==> src/rtl/core/sed_pkg.sv <==
`default_nettype none

package sed_pkg;

    // Largest number of bytes one input item can produce (a supplementary code point).
    localparam int SED_MAX_BYTES = 4;

    // Default depth of the queue between the decoder and the result serializer.
    localparam int SED_QUEUE_DEPTH = 4;

    // One decoded input item: its output bytes in order, how many there are,
    // and the end-of-string verdict when the item closes the string.
    typedef struct packed {
        logic [SED_MAX_BYTES-1:0][7:0] bytes;
        logic [2:0]                    count;
        logic                          last;
        logic                          ok;
    } t_entry;

endpackage

`default_nettype wire

==> src/rtl/core/string_escape_decoder.sv <==
// Flow: an accepted item is written into the queue, then walked into the output
// register. Throughput: one input item per cycle while the queue has room; one result
// beat per cycle on the output while i_ready is high, so an item that expands to n
// bytes holds the serializer for n beats.
// Reset: i_rst_n is synchronous and active low; it clears the decoder state, empties
// the queue and drops any pending result. No clearing pass follows reset.
`default_nettype none

module string_escape_decoder #(
    parameter int QUEUE_DEPTH = sed_pkg::SED_QUEUE_DEPTH
) (
    input  wire logic        i_clk,
    input  wire logic        i_rst_n,
    input  wire logic        i_valid,
    output logic             o_ready,
    input  wire logic [7:0]  i_in_byte,
    input  wire logic        i_has_byte,
    input  wire logic        i_last_in,
    output logic             o_valid,
    input  wire logic        i_ready,
    output logic [7:0]       o_out_byte,
    output logic             o_byte_valid,
    output logic             o_run_last,
    output logic             o_string_done,
    output logic             o_string_ok
);
    import sed_pkg::*;

    // The front end decodes escapes and runs the UTF-8 check, producing one queue
    // entry per item that yields bytes or ends the string. Items that yield nothing
    // and do not end the string leave no trace in the queue.
    logic   w_push;
    t_entry w_push_entry;
    logic   w_room;

    // The back end walks the head entry one byte per beat into the output register.
    logic   w_head_valid;
    t_entry w_head;
    logic   w_pop;

    sed_front u_front (
        .i_clk      (i_clk),
        .i_rst_n    (i_rst_n),
        .i_valid    (i_valid),
        .o_ready    (o_ready),
        .i_in_byte  (i_in_byte),
        .i_has_byte (i_has_byte),
        .i_last_in  (i_last_in),
        .i_room     (w_room),
        .o_push     (w_push),
        .o_entry    (w_push_entry)
    );

    sed_queue #(
        .DEPTH (QUEUE_DEPTH)
    ) u_queue (
        .i_clk   (i_clk),
        .i_rst_n (i_rst_n),
        .i_push  (w_push),
        .i_entry (w_push_entry),
        .o_room  (w_room),
        .o_valid (w_head_valid),
        .o_entry (w_head),
        .i_pop   (w_pop)
    );

    sed_back u_back (
        .i_clk         (i_clk),
        .i_rst_n       (i_rst_n),
        .i_head_valid  (w_head_valid),
        .i_head        (w_head),
        .o_pop         (w_pop),
        .o_valid       (o_valid),
        .i_ready       (i_ready),
        .o_out_byte    (o_out_byte),
        .o_byte_valid  (o_byte_valid),
        .o_run_last    (o_run_last),
        .o_string_done (o_string_done),
        .o_string_ok   (o_string_ok)
    );

    // Every item that closes a string must reach the queue.
    a_last_pushed: assert property (@(posedge i_clk) disable iff (!i_rst_n)
        i_valid && o_ready && i_last_in |-> w_push)
        else $error("end of string was not queued");

    // A pass verdict only travels on the closing beat of a string.
    a_ok_on_done: assert property (@(posedge i_clk) disable iff (!i_rst_n)
        o_valid && o_string_ok |-> o_string_done && o_run_last)
        else $error("string_ok without string_done");

    // A beat without a byte exists only to close an empty-output item.
    a_empty_beat: assert property (@(posedge i_clk) disable iff (!i_rst_n)
        o_valid && !o_byte_valid |-> o_string_done && (o_out_byte == 8'd0))
        else $error("empty beat that does not end the string");

    // The serializer only takes entries that the queue holds.
    a_pop_valid: assert property (@(posedge i_clk) disable iff (!i_rst_n)
        w_pop |-> w_head_valid)
        else $error("pop from an empty queue");

endmodule

`default_nettype wire

==> src/rtl/core/sed_front.sv <==
`default_nettype none

module sed_front (
    input  wire logic            i_clk,
    input  wire logic            i_rst_n,
    input  wire logic            i_valid,
    output logic                 o_ready,
    input  wire logic [7:0]      i_in_byte,
    input  wire logic            i_has_byte,
    input  wire logic            i_last_in,
    input  wire logic            i_room,
    output logic                 o_push,
    output sed_pkg::t_entry      o_entry
);
    import sed_pkg::*;

    typedef enum logic [2:0] {
        PH_PLAIN  = 3'd0,
        PH_ESCAPE = 3'd1,
        PH_HEX_HI = 3'd2,
        PH_BSL_LO = 3'd3,
        PH_U_LO   = 3'd4,
        PH_HEX_LO = 3'd5
    } t_phase;

    localparam logic [7:0] CH_BACKSLASH = 8'h5C;
    localparam logic [7:0] CH_QUOTE     = 8'h22;
    localparam logic [7:0] CH_N         = 8'h6E;
    localparam logic [7:0] CH_R         = 8'h72;
    localparam logic [7:0] CH_T         = 8'h74;
    localparam logic [7:0] CH_U         = 8'h75;
    localparam logic [7:0] CH_LF        = 8'h0A;
    localparam logic [7:0] CH_CR        = 8'h0D;
    localparam logic [7:0] CH_TAB       = 8'h09;
    localparam logic [7:0] CH_SPACE     = 8'h20;

    t_phase      r_phase,   n_phase;
    logic [1:0]  r_digits,  n_digits;
    logic [15:0] r_high,    n_high;
    logic [15:0] r_low,     n_low;
    logic        r_failed,  n_failed;
    logic [1:0]  r_pending, n_pending;
    logic [20:0] r_code,    n_code;
    logic [1:0]  r_class,   n_class;

    logic        w_accept;
    logic [4:0]  w_hex;
    logic [15:0] w_unit_hi;
    logic [15:0] w_unit_lo;
    logic [20:0] w_pair;
    logic [20:0] w_min;
    t_entry      w_entry;

    // Returns {digit ok, digit value}.
    function automatic logic [4:0] hex_value(input logic [7:0] c);
        logic [4:0] res;
        res = 5'd0;
        if (c >= 8'h30 && c <= 8'h39) begin
            res = {1'b1, 4'(c - 8'h30)};
        end else if (c >= 8'h61 && c <= 8'h66) begin
            res = {1'b1, 4'(c - 8'h57)};
        end else if (c >= 8'h41 && c <= 8'h46) begin
            res = {1'b1, 4'(c - 8'h37)};
        end
        return res;
    endfunction

    function automatic t_entry encode(input logic [20:0] code);
        t_entry e;
        e = '0;
        if (code <= 21'h00007F) begin
            e.bytes[0] = code[7:0];
            e.count    = 3'd1;
        end else if (code <= 21'h0007FF) begin
            e.bytes[0] = {3'b110, code[10:6]};
            e.bytes[1] = {2'b10, code[5:0]};
            e.count    = 3'd2;
        end else if (code <= 21'h00FFFF) begin
            e.bytes[0] = {4'b1110, code[15:12]};
            e.bytes[1] = {2'b10, code[11:6]};
            e.bytes[2] = {2'b10, code[5:0]};
            e.count    = 3'd3;
        end else begin
            e.bytes[0] = {5'b11110, code[20:18]};
            e.bytes[1] = {2'b10, code[17:12]};
            e.bytes[2] = {2'b10, code[11:6]};
            e.bytes[3] = {2'b10, code[5:0]};
            e.count    = 3'd4;
        end
        return e;
    endfunction

    assign w_accept  = i_valid && i_room;
    assign o_ready   = i_room;
    assign w_hex     = hex_value(i_in_byte);
    assign w_unit_hi = {r_high[11:0], w_hex[3:0]};
    assign w_unit_lo = {r_low[11:0], w_hex[3:0]};
    assign w_pair    = 21'h010000 + {1'b0, r_high[9:0], w_unit_lo[9:0]};
    assign n_code    = (r_pending == 2'd0) ? 21'd0 : {r_code[14:0], i_in_byte[5:0]};

    always_comb begin
        case (r_class)
            2'd1:    w_min = 21'h000080;
            2'd2:    w_min = 21'h000800;
            default: w_min = 21'h010000;
        endcase
    end

    always_comb begin
        n_phase   = r_phase;
        n_digits  = r_digits;
        n_high    = r_high;
        n_low     = r_low;
        n_failed  = r_failed;
        n_pending = r_pending;
        n_class   = r_class;
        w_entry   = '0;

        if (w_accept && i_has_byte && !r_failed) begin
            unique case (r_phase)
                PH_PLAIN: begin
                    if (i_in_byte == CH_BACKSLASH) begin
                        n_phase = PH_ESCAPE;
                    end else if (i_in_byte < CH_SPACE) begin
                        n_failed = 1'b1;
                    end else begin
                        w_entry.bytes[0] = i_in_byte;
                        w_entry.count    = 3'd1;
                        // Raw bytes are the only ones that can form a multi-byte
                        // sequence, so only they run the full UTF-8 check.
                        if (r_pending == 2'd0) begin
                            if (i_in_byte[7]) begin
                                if (i_in_byte[7:5] == 3'b110) begin
                                    n_pending = 2'd1;
                                    n_class   = 2'd1;
                                end else if (i_in_byte[7:4] == 4'b1110) begin
                                    n_pending = 2'd2;
                                    n_class   = 2'd2;
                                end else if (i_in_byte[7:3] == 5'b11110) begin
                                    n_pending = 2'd3;
                                    n_class   = 2'd3;
                                end else begin
                                    n_failed = 1'b1;
                                end
                            end
                        end else if (i_in_byte[7:6] != 2'b10) begin
                            n_failed = 1'b1;
                        end else begin
                            n_pending = r_pending - 2'd1;
                            if (r_pending == 2'd1) begin
                                if (n_code < w_min || n_code > 21'h10FFFF ||
                                    (n_code >= 21'h00D800 && n_code <= 21'h00DFFF)) begin
                                    n_failed = 1'b1;
                                end
                            end
                        end
                    end
                end
                PH_ESCAPE: begin
                    n_phase = PH_PLAIN;
                    if (i_in_byte == CH_QUOTE || i_in_byte == CH_BACKSLASH) begin
                        w_entry.bytes[0] = i_in_byte;
                        w_entry.count    = 3'd1;
                    end else if (i_in_byte == CH_N) begin
                        w_entry.bytes[0] = CH_LF;
                        w_entry.count    = 3'd1;
                    end else if (i_in_byte == CH_R) begin
                        w_entry.bytes[0] = CH_CR;
                        w_entry.count    = 3'd1;
                    end else if (i_in_byte == CH_T) begin
                        w_entry.bytes[0] = CH_TAB;
                        w_entry.count    = 3'd1;
                    end else if (i_in_byte == CH_U) begin
                        n_phase  = PH_HEX_HI;
                        n_digits = 2'd0;
                        n_high   = 16'd0;
                    end else begin
                        n_failed = 1'b1;
                    end
                    // A decoded character never continues an open sequence.
                    if (w_entry.count != 3'd0 && r_pending != 2'd0) begin
                        n_failed = 1'b1;
                    end
                end
                PH_HEX_HI: begin
                    if (!w_hex[4]) begin
                        n_failed = 1'b1;
                    end else begin
                        n_high = w_unit_hi;
                        if (r_digits != 2'd3) begin
                            n_digits = r_digits + 2'd1;
                        end else begin
                            n_digits = 2'd0;
                            if (w_unit_hi >= 16'hD800 && w_unit_hi <= 16'hDBFF) begin
                                n_phase = PH_BSL_LO;
                            end else if (w_unit_hi >= 16'hDC00 && w_unit_hi <= 16'hDFFF) begin
                                n_failed = 1'b1;
                            end else begin
                                n_phase = PH_PLAIN;
                                w_entry = encode({5'd0, w_unit_hi});
                                if (r_pending != 2'd0) begin
                                    n_failed = 1'b1;
                                end
                            end
                        end
                    end
                end
                PH_BSL_LO: begin
                    if (i_in_byte == CH_BACKSLASH) begin
                        n_phase = PH_U_LO;
                    end else begin
                        n_failed = 1'b1;
                    end
                end
                PH_U_LO: begin
                    if (i_in_byte == CH_U) begin
                        n_phase  = PH_HEX_LO;
                        n_digits = 2'd0;
                        n_low    = 16'd0;
                    end else begin
                        n_failed = 1'b1;
                    end
                end
                PH_HEX_LO: begin
                    if (!w_hex[4]) begin
                        n_failed = 1'b1;
                    end else begin
                        n_low = w_unit_lo;
                        if (r_digits != 2'd3) begin
                            n_digits = r_digits + 2'd1;
                        end else begin
                            n_digits = 2'd0;
                            if (w_unit_lo < 16'hDC00 || w_unit_lo > 16'hDFFF) begin
                                n_failed = 1'b1;
                            end else begin
                                n_phase = PH_PLAIN;
                                w_entry = encode(w_pair);
                                if (r_pending != 2'd0) begin
                                    n_failed = 1'b1;
                                end
                            end
                        end
                    end
                end
                default: begin
                    n_failed = 1'b1;
                end
            endcase
        end

        if (w_accept && i_last_in) begin
            w_entry.last = 1'b1;
            w_entry.ok   = !n_failed && (n_phase == PH_PLAIN) && (n_pending == 2'd0);
            n_phase   = PH_PLAIN;
            n_digits  = 2'd0;
            n_high    = 16'd0;
            n_low     = 16'd0;
            n_failed  = 1'b0;
            n_pending = 2'd0;
            n_class   = 2'd0;
        end
    end

    assign o_push  = w_accept && (w_entry.count != 3'd0 || i_last_in);
    assign o_entry = w_entry;

    always_ff @(posedge i_clk) begin
        if (!i_rst_n) begin
            r_phase   <= PH_PLAIN;
            r_digits  <= 2'd0;
            r_high    <= 16'd0;
            r_low     <= 16'd0;
            r_failed  <= 1'b0;
            r_pending <= 2'd0;
            r_code    <= 21'd0;
            r_class   <= 2'd0;
        end else begin
            r_phase   <= n_phase;
            r_digits  <= n_digits;
            r_high    <= n_high;
            r_low     <= n_low;
            r_failed  <= n_failed;
            r_pending <= n_pending;
            r_class   <= n_class;
            if (w_accept && i_last_in) begin
                r_code <= 21'd0;
            end else if (w_accept && i_has_byte && !r_failed && r_phase == PH_PLAIN &&
                         i_in_byte >= CH_SPACE && i_in_byte != CH_BACKSLASH) begin
                if (r_pending == 2'd0) begin
                    // The payload bits of a lead byte depend on the sequence length.
                    if (i_in_byte[7:5] == 3'b110) begin
                        r_code <= {16'd0, i_in_byte[4:0]};
                    end else if (i_in_byte[7:4] == 4'b1110) begin
                        r_code <= {17'd0, i_in_byte[3:0]};
                    end else begin
                        r_code <= {18'd0, i_in_byte[2:0]};
                    end
                end else if (i_in_byte[7:6] == 2'b10) begin
                    r_code <= n_code;
                end
            end
        end
    end

endmodule

`default_nettype wire

==> src/rtl/core/sed_queue.sv <==
`default_nettype none

module sed_queue #(
    parameter int DEPTH = sed_pkg::SED_QUEUE_DEPTH
) (
    input  wire logic             i_clk,
    input  wire logic             i_rst_n,
    input  wire logic             i_push,
    input  wire sed_pkg::t_entry  i_entry,
    output logic                  o_room,
    output logic                  o_valid,
    output sed_pkg::t_entry       o_entry,
    input  wire logic             i_pop
);
    import sed_pkg::*;

    localparam int PTR_W = (DEPTH > 1) ? $clog2(DEPTH) : 1;
    localparam int CNT_W = $clog2(DEPTH + 1);

    t_entry             r_slots [DEPTH];
    logic [PTR_W-1:0]   r_wr_ptr;
    logic [PTR_W-1:0]   r_rd_ptr;
    logic [CNT_W-1:0]   r_count;
    logic               w_push;
    logic               w_pop;

    assign o_room  = (r_count != CNT_W'(DEPTH));
    assign o_valid = (r_count != '0);
    assign o_entry = r_slots[r_rd_ptr];
    assign w_push  = i_push && o_room;
    assign w_pop   = i_pop && o_valid;

    always_ff @(posedge i_clk) begin
        if (w_push) begin
            r_slots[r_wr_ptr] <= i_entry;
        end
    end

    always_ff @(posedge i_clk) begin
        if (!i_rst_n) begin
            r_wr_ptr <= '0;
            r_rd_ptr <= '0;
            r_count  <= '0;
        end else begin
            if (w_push) begin
                r_wr_ptr <= (r_wr_ptr == PTR_W'(DEPTH - 1)) ? '0 : r_wr_ptr + 1'b1;
            end
            if (w_pop) begin
                r_rd_ptr <= (r_rd_ptr == PTR_W'(DEPTH - 1)) ? '0 : r_rd_ptr + 1'b1;
            end
            if (w_push && !w_pop) begin
                r_count <= r_count + 1'b1;
            end else if (w_pop && !w_push) begin
                r_count <= r_count - 1'b1;
            end
        end
    end

endmodule

`default_nettype wire

==> src/rtl/core/sed_back.sv <==
`default_nettype none

module sed_back (
    input  wire logic             i_clk,
    input  wire logic             i_rst_n,
    input  wire logic             i_head_valid,
    input  wire sed_pkg::t_entry  i_head,
    output logic                  o_pop,
    output logic                  o_valid,
    input  wire logic             i_ready,
    output logic [7:0]            o_out_byte,
    output logic                  o_byte_valid,
    output logic                  o_run_last,
    output logic                  o_string_done,
    output logic                  o_string_ok
);
    import sed_pkg::*;

    logic [1:0] r_idx;
    logic       r_valid;
    logic [7:0] r_byte;
    logic       r_byte_valid;
    logic       r_run_last;
    logic       r_done;
    logic       r_ok;
    logic       w_step;
    logic       w_end;
    logic       w_has;

    assign w_has  = (i_head.count != 3'd0);
    assign w_end  = !w_has || ({1'b0, r_idx} == i_head.count - 3'd1);
    assign w_step = i_head_valid && (!r_valid || i_ready);
    assign o_pop  = w_step && w_end;

    always_ff @(posedge i_clk) begin
        if (w_step) begin
            r_byte       <= w_has ? i_head.bytes[r_idx] : 8'd0;
            r_byte_valid <= w_has;
            r_run_last   <= w_end;
            r_done       <= w_end && i_head.last;
            r_ok         <= w_end && i_head.last && i_head.ok;
        end
    end

    always_ff @(posedge i_clk) begin
        if (!i_rst_n) begin
            r_idx   <= 2'd0;
            r_valid <= 1'b0;
        end else begin
            if (w_step) begin
                r_idx <= w_end ? 2'd0 : r_idx + 2'd1;
            end
            if (w_step) begin
                r_valid <= 1'b1;
            end else if (i_ready) begin
                r_valid <= 1'b0;
            end
        end
    end

    assign o_valid       = r_valid;
    assign o_out_byte    = r_byte;
    assign o_byte_valid  = r_byte_valid;
    assign o_run_last    = r_run_last;
    assign o_string_done = r_done;
    assign o_string_ok   = r_ok;

endmodule

`default_nettype wire

==> config.mk <==
export PLATFORM = sky130hd
export DESIGN_NAME = string_escape_decoder
export DESIGN_NICKNAME = d
export VERILOG_FILES = /design/src/rtl/core/sed_pkg.sv /design/src/rtl/core/string_escape_decoder.sv /design/src/rtl/core/sed_front.sv /design/src/rtl/core/sed_queue.sv /design/src/rtl/core/sed_back.sv
export SDC_FILE = /design/constraint.sdc
export NUM_CORES = 1
export LEC_CHECK = 0
export BUFFER_PORTS_ARGS = -buffer_cell sky130_fd_sc_hd__clkbuf_2
export CAP_MARGIN = 0
export CELL_PAD_IN_SITES_DETAIL_PLACEMENT = 1
export CELL_PAD_IN_SITES_GLOBAL_PLACEMENT = 2
export CORE_ASPECT_RATIO = 0.5
export CORE_MARGIN = 2
export CORE_UTILIZATION = 47
export CTS_CLUSTER_DIAMETER = 80
export DETAILED_ROUTE_END_ITERATION = 8
export PLACE_DENSITY_LB_ADDON = 0.2
export SLEW_MARGIN = 10
export SYNTH_ARGS = -nofsm -noshare
export SYNTH_HDL_FRONTEND = slang
export SYNTH_SLANG_ARGS = --single-unit
==> constraint.sdc <==
create_clock -name i_clk -period 6.1 [get_ports i_clk]
set_input_delay 1.22 -clock i_clk [delete_from_list [all_inputs] [get_ports i_clk]]
set_output_delay 1.22 -clock i_clk [all_outputs]
set_load 0.1 [all_outputs]
==> run summary, run 1 <==
Horiz. Die Dim -> 217 um
Layout cells sized above 1 -> 14.9%
Sw Share -> 34.1%
Mean Syn Cell Area -> 11.6 sq um
Critical path class -> in2reg
Power share of the sequential group -> 42.6%
RSZ-0062 raised after global routing -> false
Max-cap violations -> 0
Ys async rst share -> 0%
# Post-CTS Setup Buffers -> 0
Nets -> 964
Final setup viols -> 0
Routed len/inst -> 25.0 um
Slew Viols, Final -> 0
Pin count of the biggest net entering global routing -> 48
Synthesis warning total -> 0
Final cell count without fillers -> 1238
Final critical-path setup slack -> 1.42 ns
P&R area growth vs syn -> 9.81%
Sequential fraction of the synthesis area -> 53.2%
Post-CTS Resized -> 0
DRC viols -> 0
PnR Total Power -> 4.16 mW
Antenna viol nets, final -> 0
Die ar. -> 23900 sq um
Clock Skew -> 0.0100 ns
Cells after Synth -> 914
Final Hold Viols -> 0
Synth top area share -> 41.8%
CTS buffer count -> 20
Hold Path Origin -> u_front.r_low[9]
Global-route wire length before repair -> 48300 um
Initial DRT Pass Iterations -> 5
Post-synth top cells -> 148 x edfxtp_1, 85 x nor2_1, 61 x dfxtp_1, 52 x a21oi_1, 51 x nand2_1
Net Switching -> 1.42 mW
Worst EP arrival -> 5.13 ns
Vias per cell -> 6.33
Critical Path RT -> 6.54 ns
Syn Nets -> 954
N_diodes -> 0
Die span in y -> 110 um
DP Area -> 11100 sq um
WL final -> 31000 um
Clk Latency, worst-skew pair -> 0.52 ns
Initial Util -> 48.6%
Combinational power share -> 27.6%
Final TNS setup -> 0 ns
Status -> finished, final reports clean
Clk pin slew, worst setup/hold paths -> 0.06 ns
Core Area -> 21900 sq um
Post-synth EDFFs -> 148
Area of the multi-input gates -> 4600 sq um
Htree depth -> 1
Detailed Route Iter0 Violations -> 558
WHS -> 0.453 ns
Hold Buf Count CTS -> 0
# fillers -> 2298
Max VDD drop -> 0.000253 V
Number of buffers added on ports -> 27
Top cells by area, synth -> edfxtp_1 42%, dfxtp_1 11%, mux4_2 8.7%, nor2_1 3.0%, ha_1 2.9%
Via count -> 7832
Finished Core Util -> 53.3%
HPWL Detailed -> 21800 um
RePlAce Congestion -> 0.928
Mapped Area -> 10600 sq um
Internal power -> 2.74 mW
Max Buffers Root-to-Sink -> 3
#FFs+latches synth -> 209
Standard-cell rows -> 38
Count leader, synth -> edfxtp_1
Startpoint types -> input pin
Largest area contributor in the netlist -> edfxtp_1
Hold crit path type -> reg2reg
Clock share of power -> 29.8%
P_leak -> 3.86 nW
# placed instances -> 1202
Count of cell types in the netlist -> 87
Worst Tran Pin Value -> 0.904 ns
P per Cell Area -> 356 nW/um^2
Period minus WS final -> 4.68 ns
Crit end category -> flop
Clk root buf -> clkbuf_16
Tcrit/Tclk final -> 76.7%
Clock sinks -> 209
Grt ovf -> 0
Tot GR Track Use -> 26.3%
Setup slack at placement -> 0.902 ns
Initial antenna violation count -> 0
Max frequency -> 214 MHz
Worst r2r src -> u_front.r_phase[1]
Critical path origin -> i_in_byte[6]
Crit-path max FO -> 17
Rel. slew slack -> 39.2%
Top FF cell, synth -> edfxtp_1
Vias in the first global route -> 8053
IO Pins -> 28
Register area -> 5670 sq um
CTS tree -> done
Final instance area -> 11700 sq um
==> worst paths after layout <==
kind | endpoint | slack (ns) | cells after the start
max reg2reg | u_queue.r_count[2] | 1.94 | 14
min reg2reg | u_front.r_low[9] | 0.45 | 2
max | u_queue.r_count[2] | 1.42 | 15
min | u_front.r_low[9] | 0.45 | 2
==> power groups by stage <==
stage	Combinational, mW	Sequential [mW]	Clock [mW]
3_3_place_gp	1.10	1.79	0
6_report	1.15	1.77	1.24
3_5_place_dp	1.15	1.80	0
5_1_grt	1.22	1.79	1.31
2_1_floorplan	0.602	2.06	0
4_1_cts	1.16	1.78	1.26
==> cells in the final DEF, fill, tap and decap left out, drive strengths merged, types with 7 or more instances in the layout <==
master,n
edfxtp,148
nor2,87
dfxtp,61
clkbuf,54
a21oi,52
nand2,51
mux4,41
inv,38
nand3,31
a22oi,27
o21ai,26
ha,25
nor3,23
and2,20
nor2b,17
buf,17
and3,14
a31oi,12
nor4,10
or3,10
nand4,9
mux2i,9
or4,8
a211oi,8
o211ai,7
clkinv,7
==> routing by layer <==
layer  GRT usage (%)  share of wire [%]
met1            36.4                 46
met2            43.5                 47
met3            5.59                5.9
met4            4.38                1.3
met5               0                  0
==> critical path: stages <==
cell and delay [ns]:
clkbuf_2 0.23, nand4bb_1 0.40, nor3_2 0.54, nor2_1 0.24, or3_1 0.44, o21ai_1 0.13
buf_4 0.20, o221ai_1 0.23, inv_1 0.20, ha_1 0.21, inv_1 0.06, fa_1 0.38
xor2_1 0.19, or3_1 0.31, a21boi_0 0.16
==> cell families (layout without fill, tap and decap cells) <==
| group | after synthesis | after routing | share of synthesized area, % |
|---|---|---|---|
| AOI/OAI and AO/OA | 210 | 210 | 14.1 |
| xor gates and xnor gates | 10 | 10 | 0.823 |
| and+or+nand+nor | 313 | 313 | 15.5 |
| buffers and inverters | 95 | 119 | 3.60 |
| adders and majority gates | 26 | 26 | 3.13 |
| DFF | 209 | 209 | 53.2 |
| muxes | 51 | 51 | 9.63 |
==> sequential cells by signal, summed over array words and instances, names as in the netlist, named ones only <==
signal,count
u_front.r_phase,3
u_queue.r_slots,136
u_queue.r_wr_ptr,2
u_front.r_low,12
u_back.r_idx,2
u_front.r_class,2
u_back.o_valid,1
u_back.o_out_byte,8
u_back.o_string_ok,1
u_back.o_string_done,1
u_queue.r_rd_ptr,2
u_front.r_code,15
u_front.r_pending,2
u_front.r_failed,1
u_front.r_high,12
u_back.o_byte_valid,1
u_front.r_digits,2
u_back.o_run_last,1
u_queue.r_count,3
==> area by class of cell <==
| type | instances | share of cell area, % |
|---|---|---|
| clock buffer | 27 | 4.51 |
| clock inverter | 9 | 0.910 |
| timing repair buffer | 44 | 2.25 |
| inverter | 39 | 1.26 |
| tap | 300 | 3.21 |
| multi-input combinational | 610 | 39.4 |
| sequential | 209 | 48.5 |
No activity file was read; power rests on OpenSTA's default activity.
==> inputs of run 2 (changes only) <==
CORE_UTILIZATION = 43   (was 47)
clock period = 4.5 ns   (was 6.1 ns; I/O delays follow)
==> run 2 against run 1 <==
Worst hold slack improved by 0.0035 ns. Sequential power rose by 36%. Sequential cell count did not move. Critical path depth did not move. Count of clock-buffer cells in the layout fell by 1. Combinational power rose by 37%. Register-to-register slack got worse by 1.1 ns. Design area rose by 3.9%. Final cell count rose by 6.6%.
==> run summary, run 2 (synthesized netlist as in run 1, its figures left out) <==
Global-route wire length before repair -> 49600 um
Net Switching -> 1.92 mW
Max Buffers Root-to-Sink -> 3
Crit end category -> flop
Hold crit path type -> reg2reg
DRC viols -> 0
Internal power -> 3.87 mW
Initial antenna violation count -> 0
CTS buffer count -> 20
Number of buffers added on ports -> 27
Antenna viol nets, final -> 0
Worst Tran Pin Value -> 0.787 ns
Combinational power share -> 27.1%
Pin count of the biggest net entering global routing -> 48
Critical path class -> in2reg
Horiz. Die Dim -> 226 um
Core Area -> 24100 sq um
WL final -> 31900 um
Grt ovf -> 0
Clk root buf -> clkbuf_16
Standard-cell rows -> 40
Crit-path max FO -> 5
Sw Share -> 33.2%
Initial DRT Pass Iterations -> 5
Final setup viols -> 0
Crit-path leading delay family -> simple AND/OR/NAND/NOR gates
Largest regs -> u_queue.r_slots: 136 flops, u_front.r_code: 15 flops
Nets -> 1010
Post-CTS Resized -> 0
Detailed Route Iter0 Violations -> 636
Via count -> 7985
Hold Buf Count CTS -> 0
Routed len/inst -> 24.2 um
Htree depth -> 1
Initial Util -> 44.1%
Clock sinks -> 209
# Post-CTS Setup Buffers -> 0
Max stage delay cell, worst path -> or4b_4
Clk pin slew, worst setup/hold paths -> 0.07 ns
CP Cell Sequence -> clkbuf_2 > or4b_4 > nor3_1 > nor2_1 > or3_1 > o21ai_1 > o221ai_1 > buf_4 > inv_1 > ha_1 > inv_1 > fa_1 > xor2_1 > or3_1 > a21boi_0
Tot GR Track Use -> 25.2%
Critical Path RT -> 4.94 ns
# placed instances -> 1284
Startpoint types -> input pin
IO Pins -> 28
Most frequent cells in the layout -> 148 x edfxtp_1, 85 x nor2_1, 63 x buf_4, 60 x dfxtp_1
Clock share of power -> 31.5%
Buf/Inv on CP -> 4
Max frequency -> 253 MHz
Largest reg by FF count -> u_queue.r_slots
Period minus WS final -> 3.95 ns
Vias per cell -> 6.05
Die span in y -> 115 um
Critical Path Max Stage Delay -> 0.57 ns
Max VDD drop -> 0.000253 V
P_leak -> 4.12 nW
Layout cells sized above 1 -> 19.3%
N_diodes -> 0
# fillers -> 2614
Die ar. -> 26100 sq um
RePlAce Congestion -> 0.916
HPWL Detailed -> 22300 um
Rel. slew slack -> 47.5%
Power share of the sequential group -> 41.3%
Final Hold Viols -> 0
Most common cell after layout, fill and taps aside -> edfxtp_1
Final cell count without fillers -> 1320
Worst EP arrival -> 4.39 ns
Tcrit/Tclk final -> 87.7%
Final TNS setup -> 0 ns
Max-cap violations -> 0
Clk Latency, worst-skew pair -> 0.54 ns
CTS tree -> done
P&R area growth vs syn -> 14.1%
Vias in the first global route -> 8176
Slew Viols, Final -> 0
P per Cell Area -> 477 nW/um^2
Status -> finished, final reports clean
RSZ-0062 raised after global routing -> false
Clock Skew -> 0.0285 ns
Number of flip-flops in the largest register -> 136
[run 2: cell type report]
type	instances	area (sq um)	share of cell area (%)
flip-flops and latches	209	5670	46.7
multi-input cells	610	4600	37.9
repair buffers	90	608	5.01
clock buffers	26	534	4.40
well taps	336	420	3.46
clock inverters	10	159	1.31
inverters	39	148	1.22
[run 2: final timing paths]
check / to / slack, ns / startpoint / depth (start not counted)
setup / recovery: u_queue.r_count[2] / 0.55 / i_in_byte[4] / 15
hold / removal: u_front.r_low[10] / 0.46 / u_front.r_low[10] / 2
setup reg to reg: u_queue.r_count[2] / 0.81 / flop / 13
hold reg to reg: u_front.r_low[10] / 0.46 / u_front.r_low[10] / 2
[run 2: worst register-to-register path: cells and delay by family, from the launching register on]
| kind | cells | cell delay [ns] |
|---|---|---|
| flip-flops | 1 | 0.61 |
| adder cells (fa/ha/maj) | 3 | 0.85 |
| AO/OA/AOI/OAI | 2 | 0.40 |
| XOR/XNOR | 2 | 0.33 |
| buffers and inverters | 3 | 0.33 |
| AND/OR/NAND/NOR | 2 | 0.50 |
| multiplexers | 1 | 0.60 |
[run 2: power by group through the flow]
stage | Clock [mW] | Combinational (mW) | Sequential (mW)
detailed placement | 0 | 1.58 | 2.44
global placement | 0 | 1.54 | 2.42
CTS | 1.87 | 1.59 | 2.40
global route | 1.93 | 1.68 | 2.42
floorplan | 0 | 0.817 | 2.80
finish | 1.83 | 1.57 | 2.40
[run 2: per-stage QoR]
stage | utilization, % | setup WS (ns) | hold slack [ns] | cell area [sq um] | power, mW
after floorplan | - | 0.329 | 0.427 | 10600 | 3.61
after global placement | 47.4 | 0.180 | 0.438 | 11400 | 3.96
after detailed placement | 47.4 | 0.0174 | 0.449 | 11400 | 4.02
after CTS | 50.3 | 0.558 | 0.460 | 12100 | 5.86
after global routing | 50.3 | 0.345 | 0.473 | 12100 | 6.03
final | 50.3 | 0.553 | 0.456 | 12100 | 5.79
[run 2: routing by layer]
metal	track usage [%]	share of wire, %
met1	36.4	48
met2	40.4	45
met3	4.14	5.7
met4	4.82	1.7
met5	0	0
==> inputs of run 3 (changes only) <==
CORE_UTILIZATION = 39   (was 43)
clock period = 3.5 ns   (was 4.5 ns; I/O delays follow)
==> run 3 against run 2 <==
First-iteration DRC count is 25% lower. Design area is 6.9% higher. Final cell count is 8.8% higher. Utilization is 1.6 points lower. Clock skew is 0.0019 ns higher. Sequential share of layout area is 3.0 points lower. Wire length is 3.6% higher. Combinational power is 41% higher. Worst hold slack worse by 0.0021 ns. Critical endpoint is now u_queue.r_slots[3][24]. Largest cell class unchanged.
==> run summary, run 3 (synthesized netlist as in run 1, its figures left out) <==
Crit path depth -> 15
Worst reg2reg path endpoint -> u_queue.r_slots[3][24]
Clock sinks -> 209
# Post-CTS Setup Buffers -> 0
Startpoint types -> input pin
Largest regs -> u_queue.r_slots: 136 flops, u_front.r_code: 15 flops
Max frequency -> 294 MHz
Max stage delay cell, worst path -> a22o_1
Period minus WS final -> 3.41 ns
Initial Util -> 39.9%
Die span in y -> 121 um
IO Pins -> 28
RePlAce Congestion -> 0.874
N_diodes -> 0
Finished Core Util -> 48.7%
Vias per cell -> 5.73
WL met3 -> 1700 um
Status -> finished, final reports clean
Slew Viols, Final -> 0
DP Area -> 12300 sq um
P per Cell Area -> 572 nW/um^2
Pin count of the biggest net entering global routing -> 48
Metal2 WL -> 14600 um
Htree depth -> 1
Clk root buf -> clkbuf_16
Tot GR Track Use -> 23.8%
Rel. slew slack -> 47.8%
Layout cells sized above 1 -> 28.0%
Tcrit/Tclk final -> 97.3%
Detailed Route Iter0 Violations -> 474
CTS tree -> done
CP Capture Point -> u_queue.r_slots[3][24]
Hold Buf Count CTS -> 0
Horiz. Die Dim -> 238 um
Top Layer Used -> met4
Clock Skew -> 0.0304 ns
Buf/Inv on CP -> 7
Die ar. -> 28700 sq um
Antenna viol nets, final -> 0
Cells on worst reg2reg path -> 10
Vias in the first global route -> 8676
Final TNS setup -> 0 ns
Worst r2r src -> u_front.r_high[7]
Worst EP arrival -> 3.64 ns
# fillers -> 2840
Max-cap violations -> 0
CTS buffer count -> 21
CP Cell Sequence -> clkbuf_2 > inv_1 > ha_1 > buf_4 > nor3b_2 > buf_4 > o311ai_2 > buf_4 > a22oi_4 > buf_4 > nand4_1 > nand3_2 > or3_1 > clkinv_2 > a22o_1
Critical path origin -> i_in_byte[1]
Global-route wire length before repair -> 52000 um
Initial antenna violation count -> 0
P_leak -> 4.61 nW
Routed len/inst -> 23.0 um
Critical path class -> in2reg
Crit end category -> flop
Nets -> 1109
Core Area -> 26600 sq um
Hold crit path type -> reg2reg
Final setup viols -> 0
Grt ovf -> 0
Final Hold Viols -> 0
Clk pin slew, worst setup/hold paths -> 0.06 ns
WL final -> 33000 um
Final instance area -> 13000 sq um
Crit-path leading delay family -> buffers and inverters
Largest reg by FF count -> u_queue.r_slots
Critical Path RT -> 3.73 ns
Clk Latency, worst-skew pair -> 0.54 ns
Worst Tran Pin Value -> 0.776 ns
Standard-cell rows -> 42
Initial DRT Pass Iterations -> 4
Number of flip-flops in the largest register -> 136
DRC viols -> 0
Most common cell after layout, fill and taps aside -> buf_4
RSZ-0062 raised after global routing -> true
P&R area growth vs syn -> 21.9%
Cell mode on critical path -> buf_4
Number of buffers added on ports -> 27
Reg2Reg Setup Slack -> 0.12 ns
HPWL Detailed -> 24200 um
Max Buffers Root-to-Sink -> 3
Max VDD drop -> 0.000381 V
Met1 wire length -> 16200 um
Most frequent cells in the layout -> 155 x buf_4, 148 x edfxtp_1, 85 x nor2_1, 60 x dfxtp_1
Critical Path Max Stage Delay -> 0.37 ns
Crit-path max FO -> 6
Via count -> 8223
## run 3: changes by cell type in the layout (fill, tap and decap cells not counted), moves of 2 or more
| cell | before | now |
|---|---|---|
| clkinv_1 | 2 | 4 |
| inv_6 | 0 | 2 |
| bufinv_16 | 4 | 1 |
| nor3b_1 | 6 | 4 |
| clkinvlp_4 | 0 | 3 |
| buf_12 | 0 | 6 |
| nor3b_2 | 0 | 2 |
| and2_2 | 0 | 4 |
| and2_1 | 18 | 14 |
| buf_4 | 63 | 155 |
## run 3: per-layer routing
layer / GRT usage [%] / vias to the layer above
li1: - / 3835
met1: 35.2 / 4152
met2: 36.9 / 199
met3: 4.43 / 37
met4: 4.48 / 0
met5: 0 / -
## run 3: worst min path at each step
stage,startpoint,to,slack (ns),cells past startpoint
6_report,u_front.r_low[10],u_front.r_low[10],0.45,2
5_1_grt,u_front.r_low[10],u_front.r_low[10],0.48,2
4_1_cts,u_front.r_low[8],u_front.r_low[8],0.46,2
3_5_place_dp,u_front.r_low[8],u_front.r_low[8],0.45,2
3_3_place_gp,u_front.r_low[10],u_front.r_low[10],0.44,2
2_1_floorplan,u_front.r_low[10],u_front.r_low[10],0.43,2
## run 3: repair_timing
action,CTS,global route
setup endpoints to repair,0,20
resized for setup,0,2
hold endpoints to repair,0,0
## run 3: power by group
part           internal, mW  leakage (nW)  switching, mW  total [mW]
registers              2.92          1.88         0.0925        3.01
logic                 0.778          2.42           1.44        2.22
clock network          1.19         0.308          0.998        2.18
## run 3: metrics by stage
| step | instances | power, mW | hold WS (ns) | setup slack, ns |
|---|---|---|---|---|
| floorplan | 914 | 4.66 | 0.427 | -0.180 |
| global placement | 1398 | 5.24 | 0.436 | -0.290 |
| detailed placement | 1398 | 5.30 | 0.446 | -0.355 |
| CTS | 1436 | 7.51 | 0.455 | 0.166 |
| global route | 1436 | 7.74 | 0.485 | -0.0477 |
| finish | 1436 | 7.42 | 0.454 | 0.0946 |
## run 3: tightest hold or removal path: stages, from the launching register on
cell and delay, ns:
dfxtp_1 0.31, nand2_1 0.05, a21oi_1 0.05
## run 3: layout make-up
class                      instances  area, sq um  area share (%)
multi-input combinational        610         4650            35.9
tap                              352          440            3.40
clock buffer                      24          537            4.14
inverter                          39          148            1.14
clock inverter                    14          109           0.839
timing repair buffer             188         1420            10.9
sequential                       209         5670            43.7
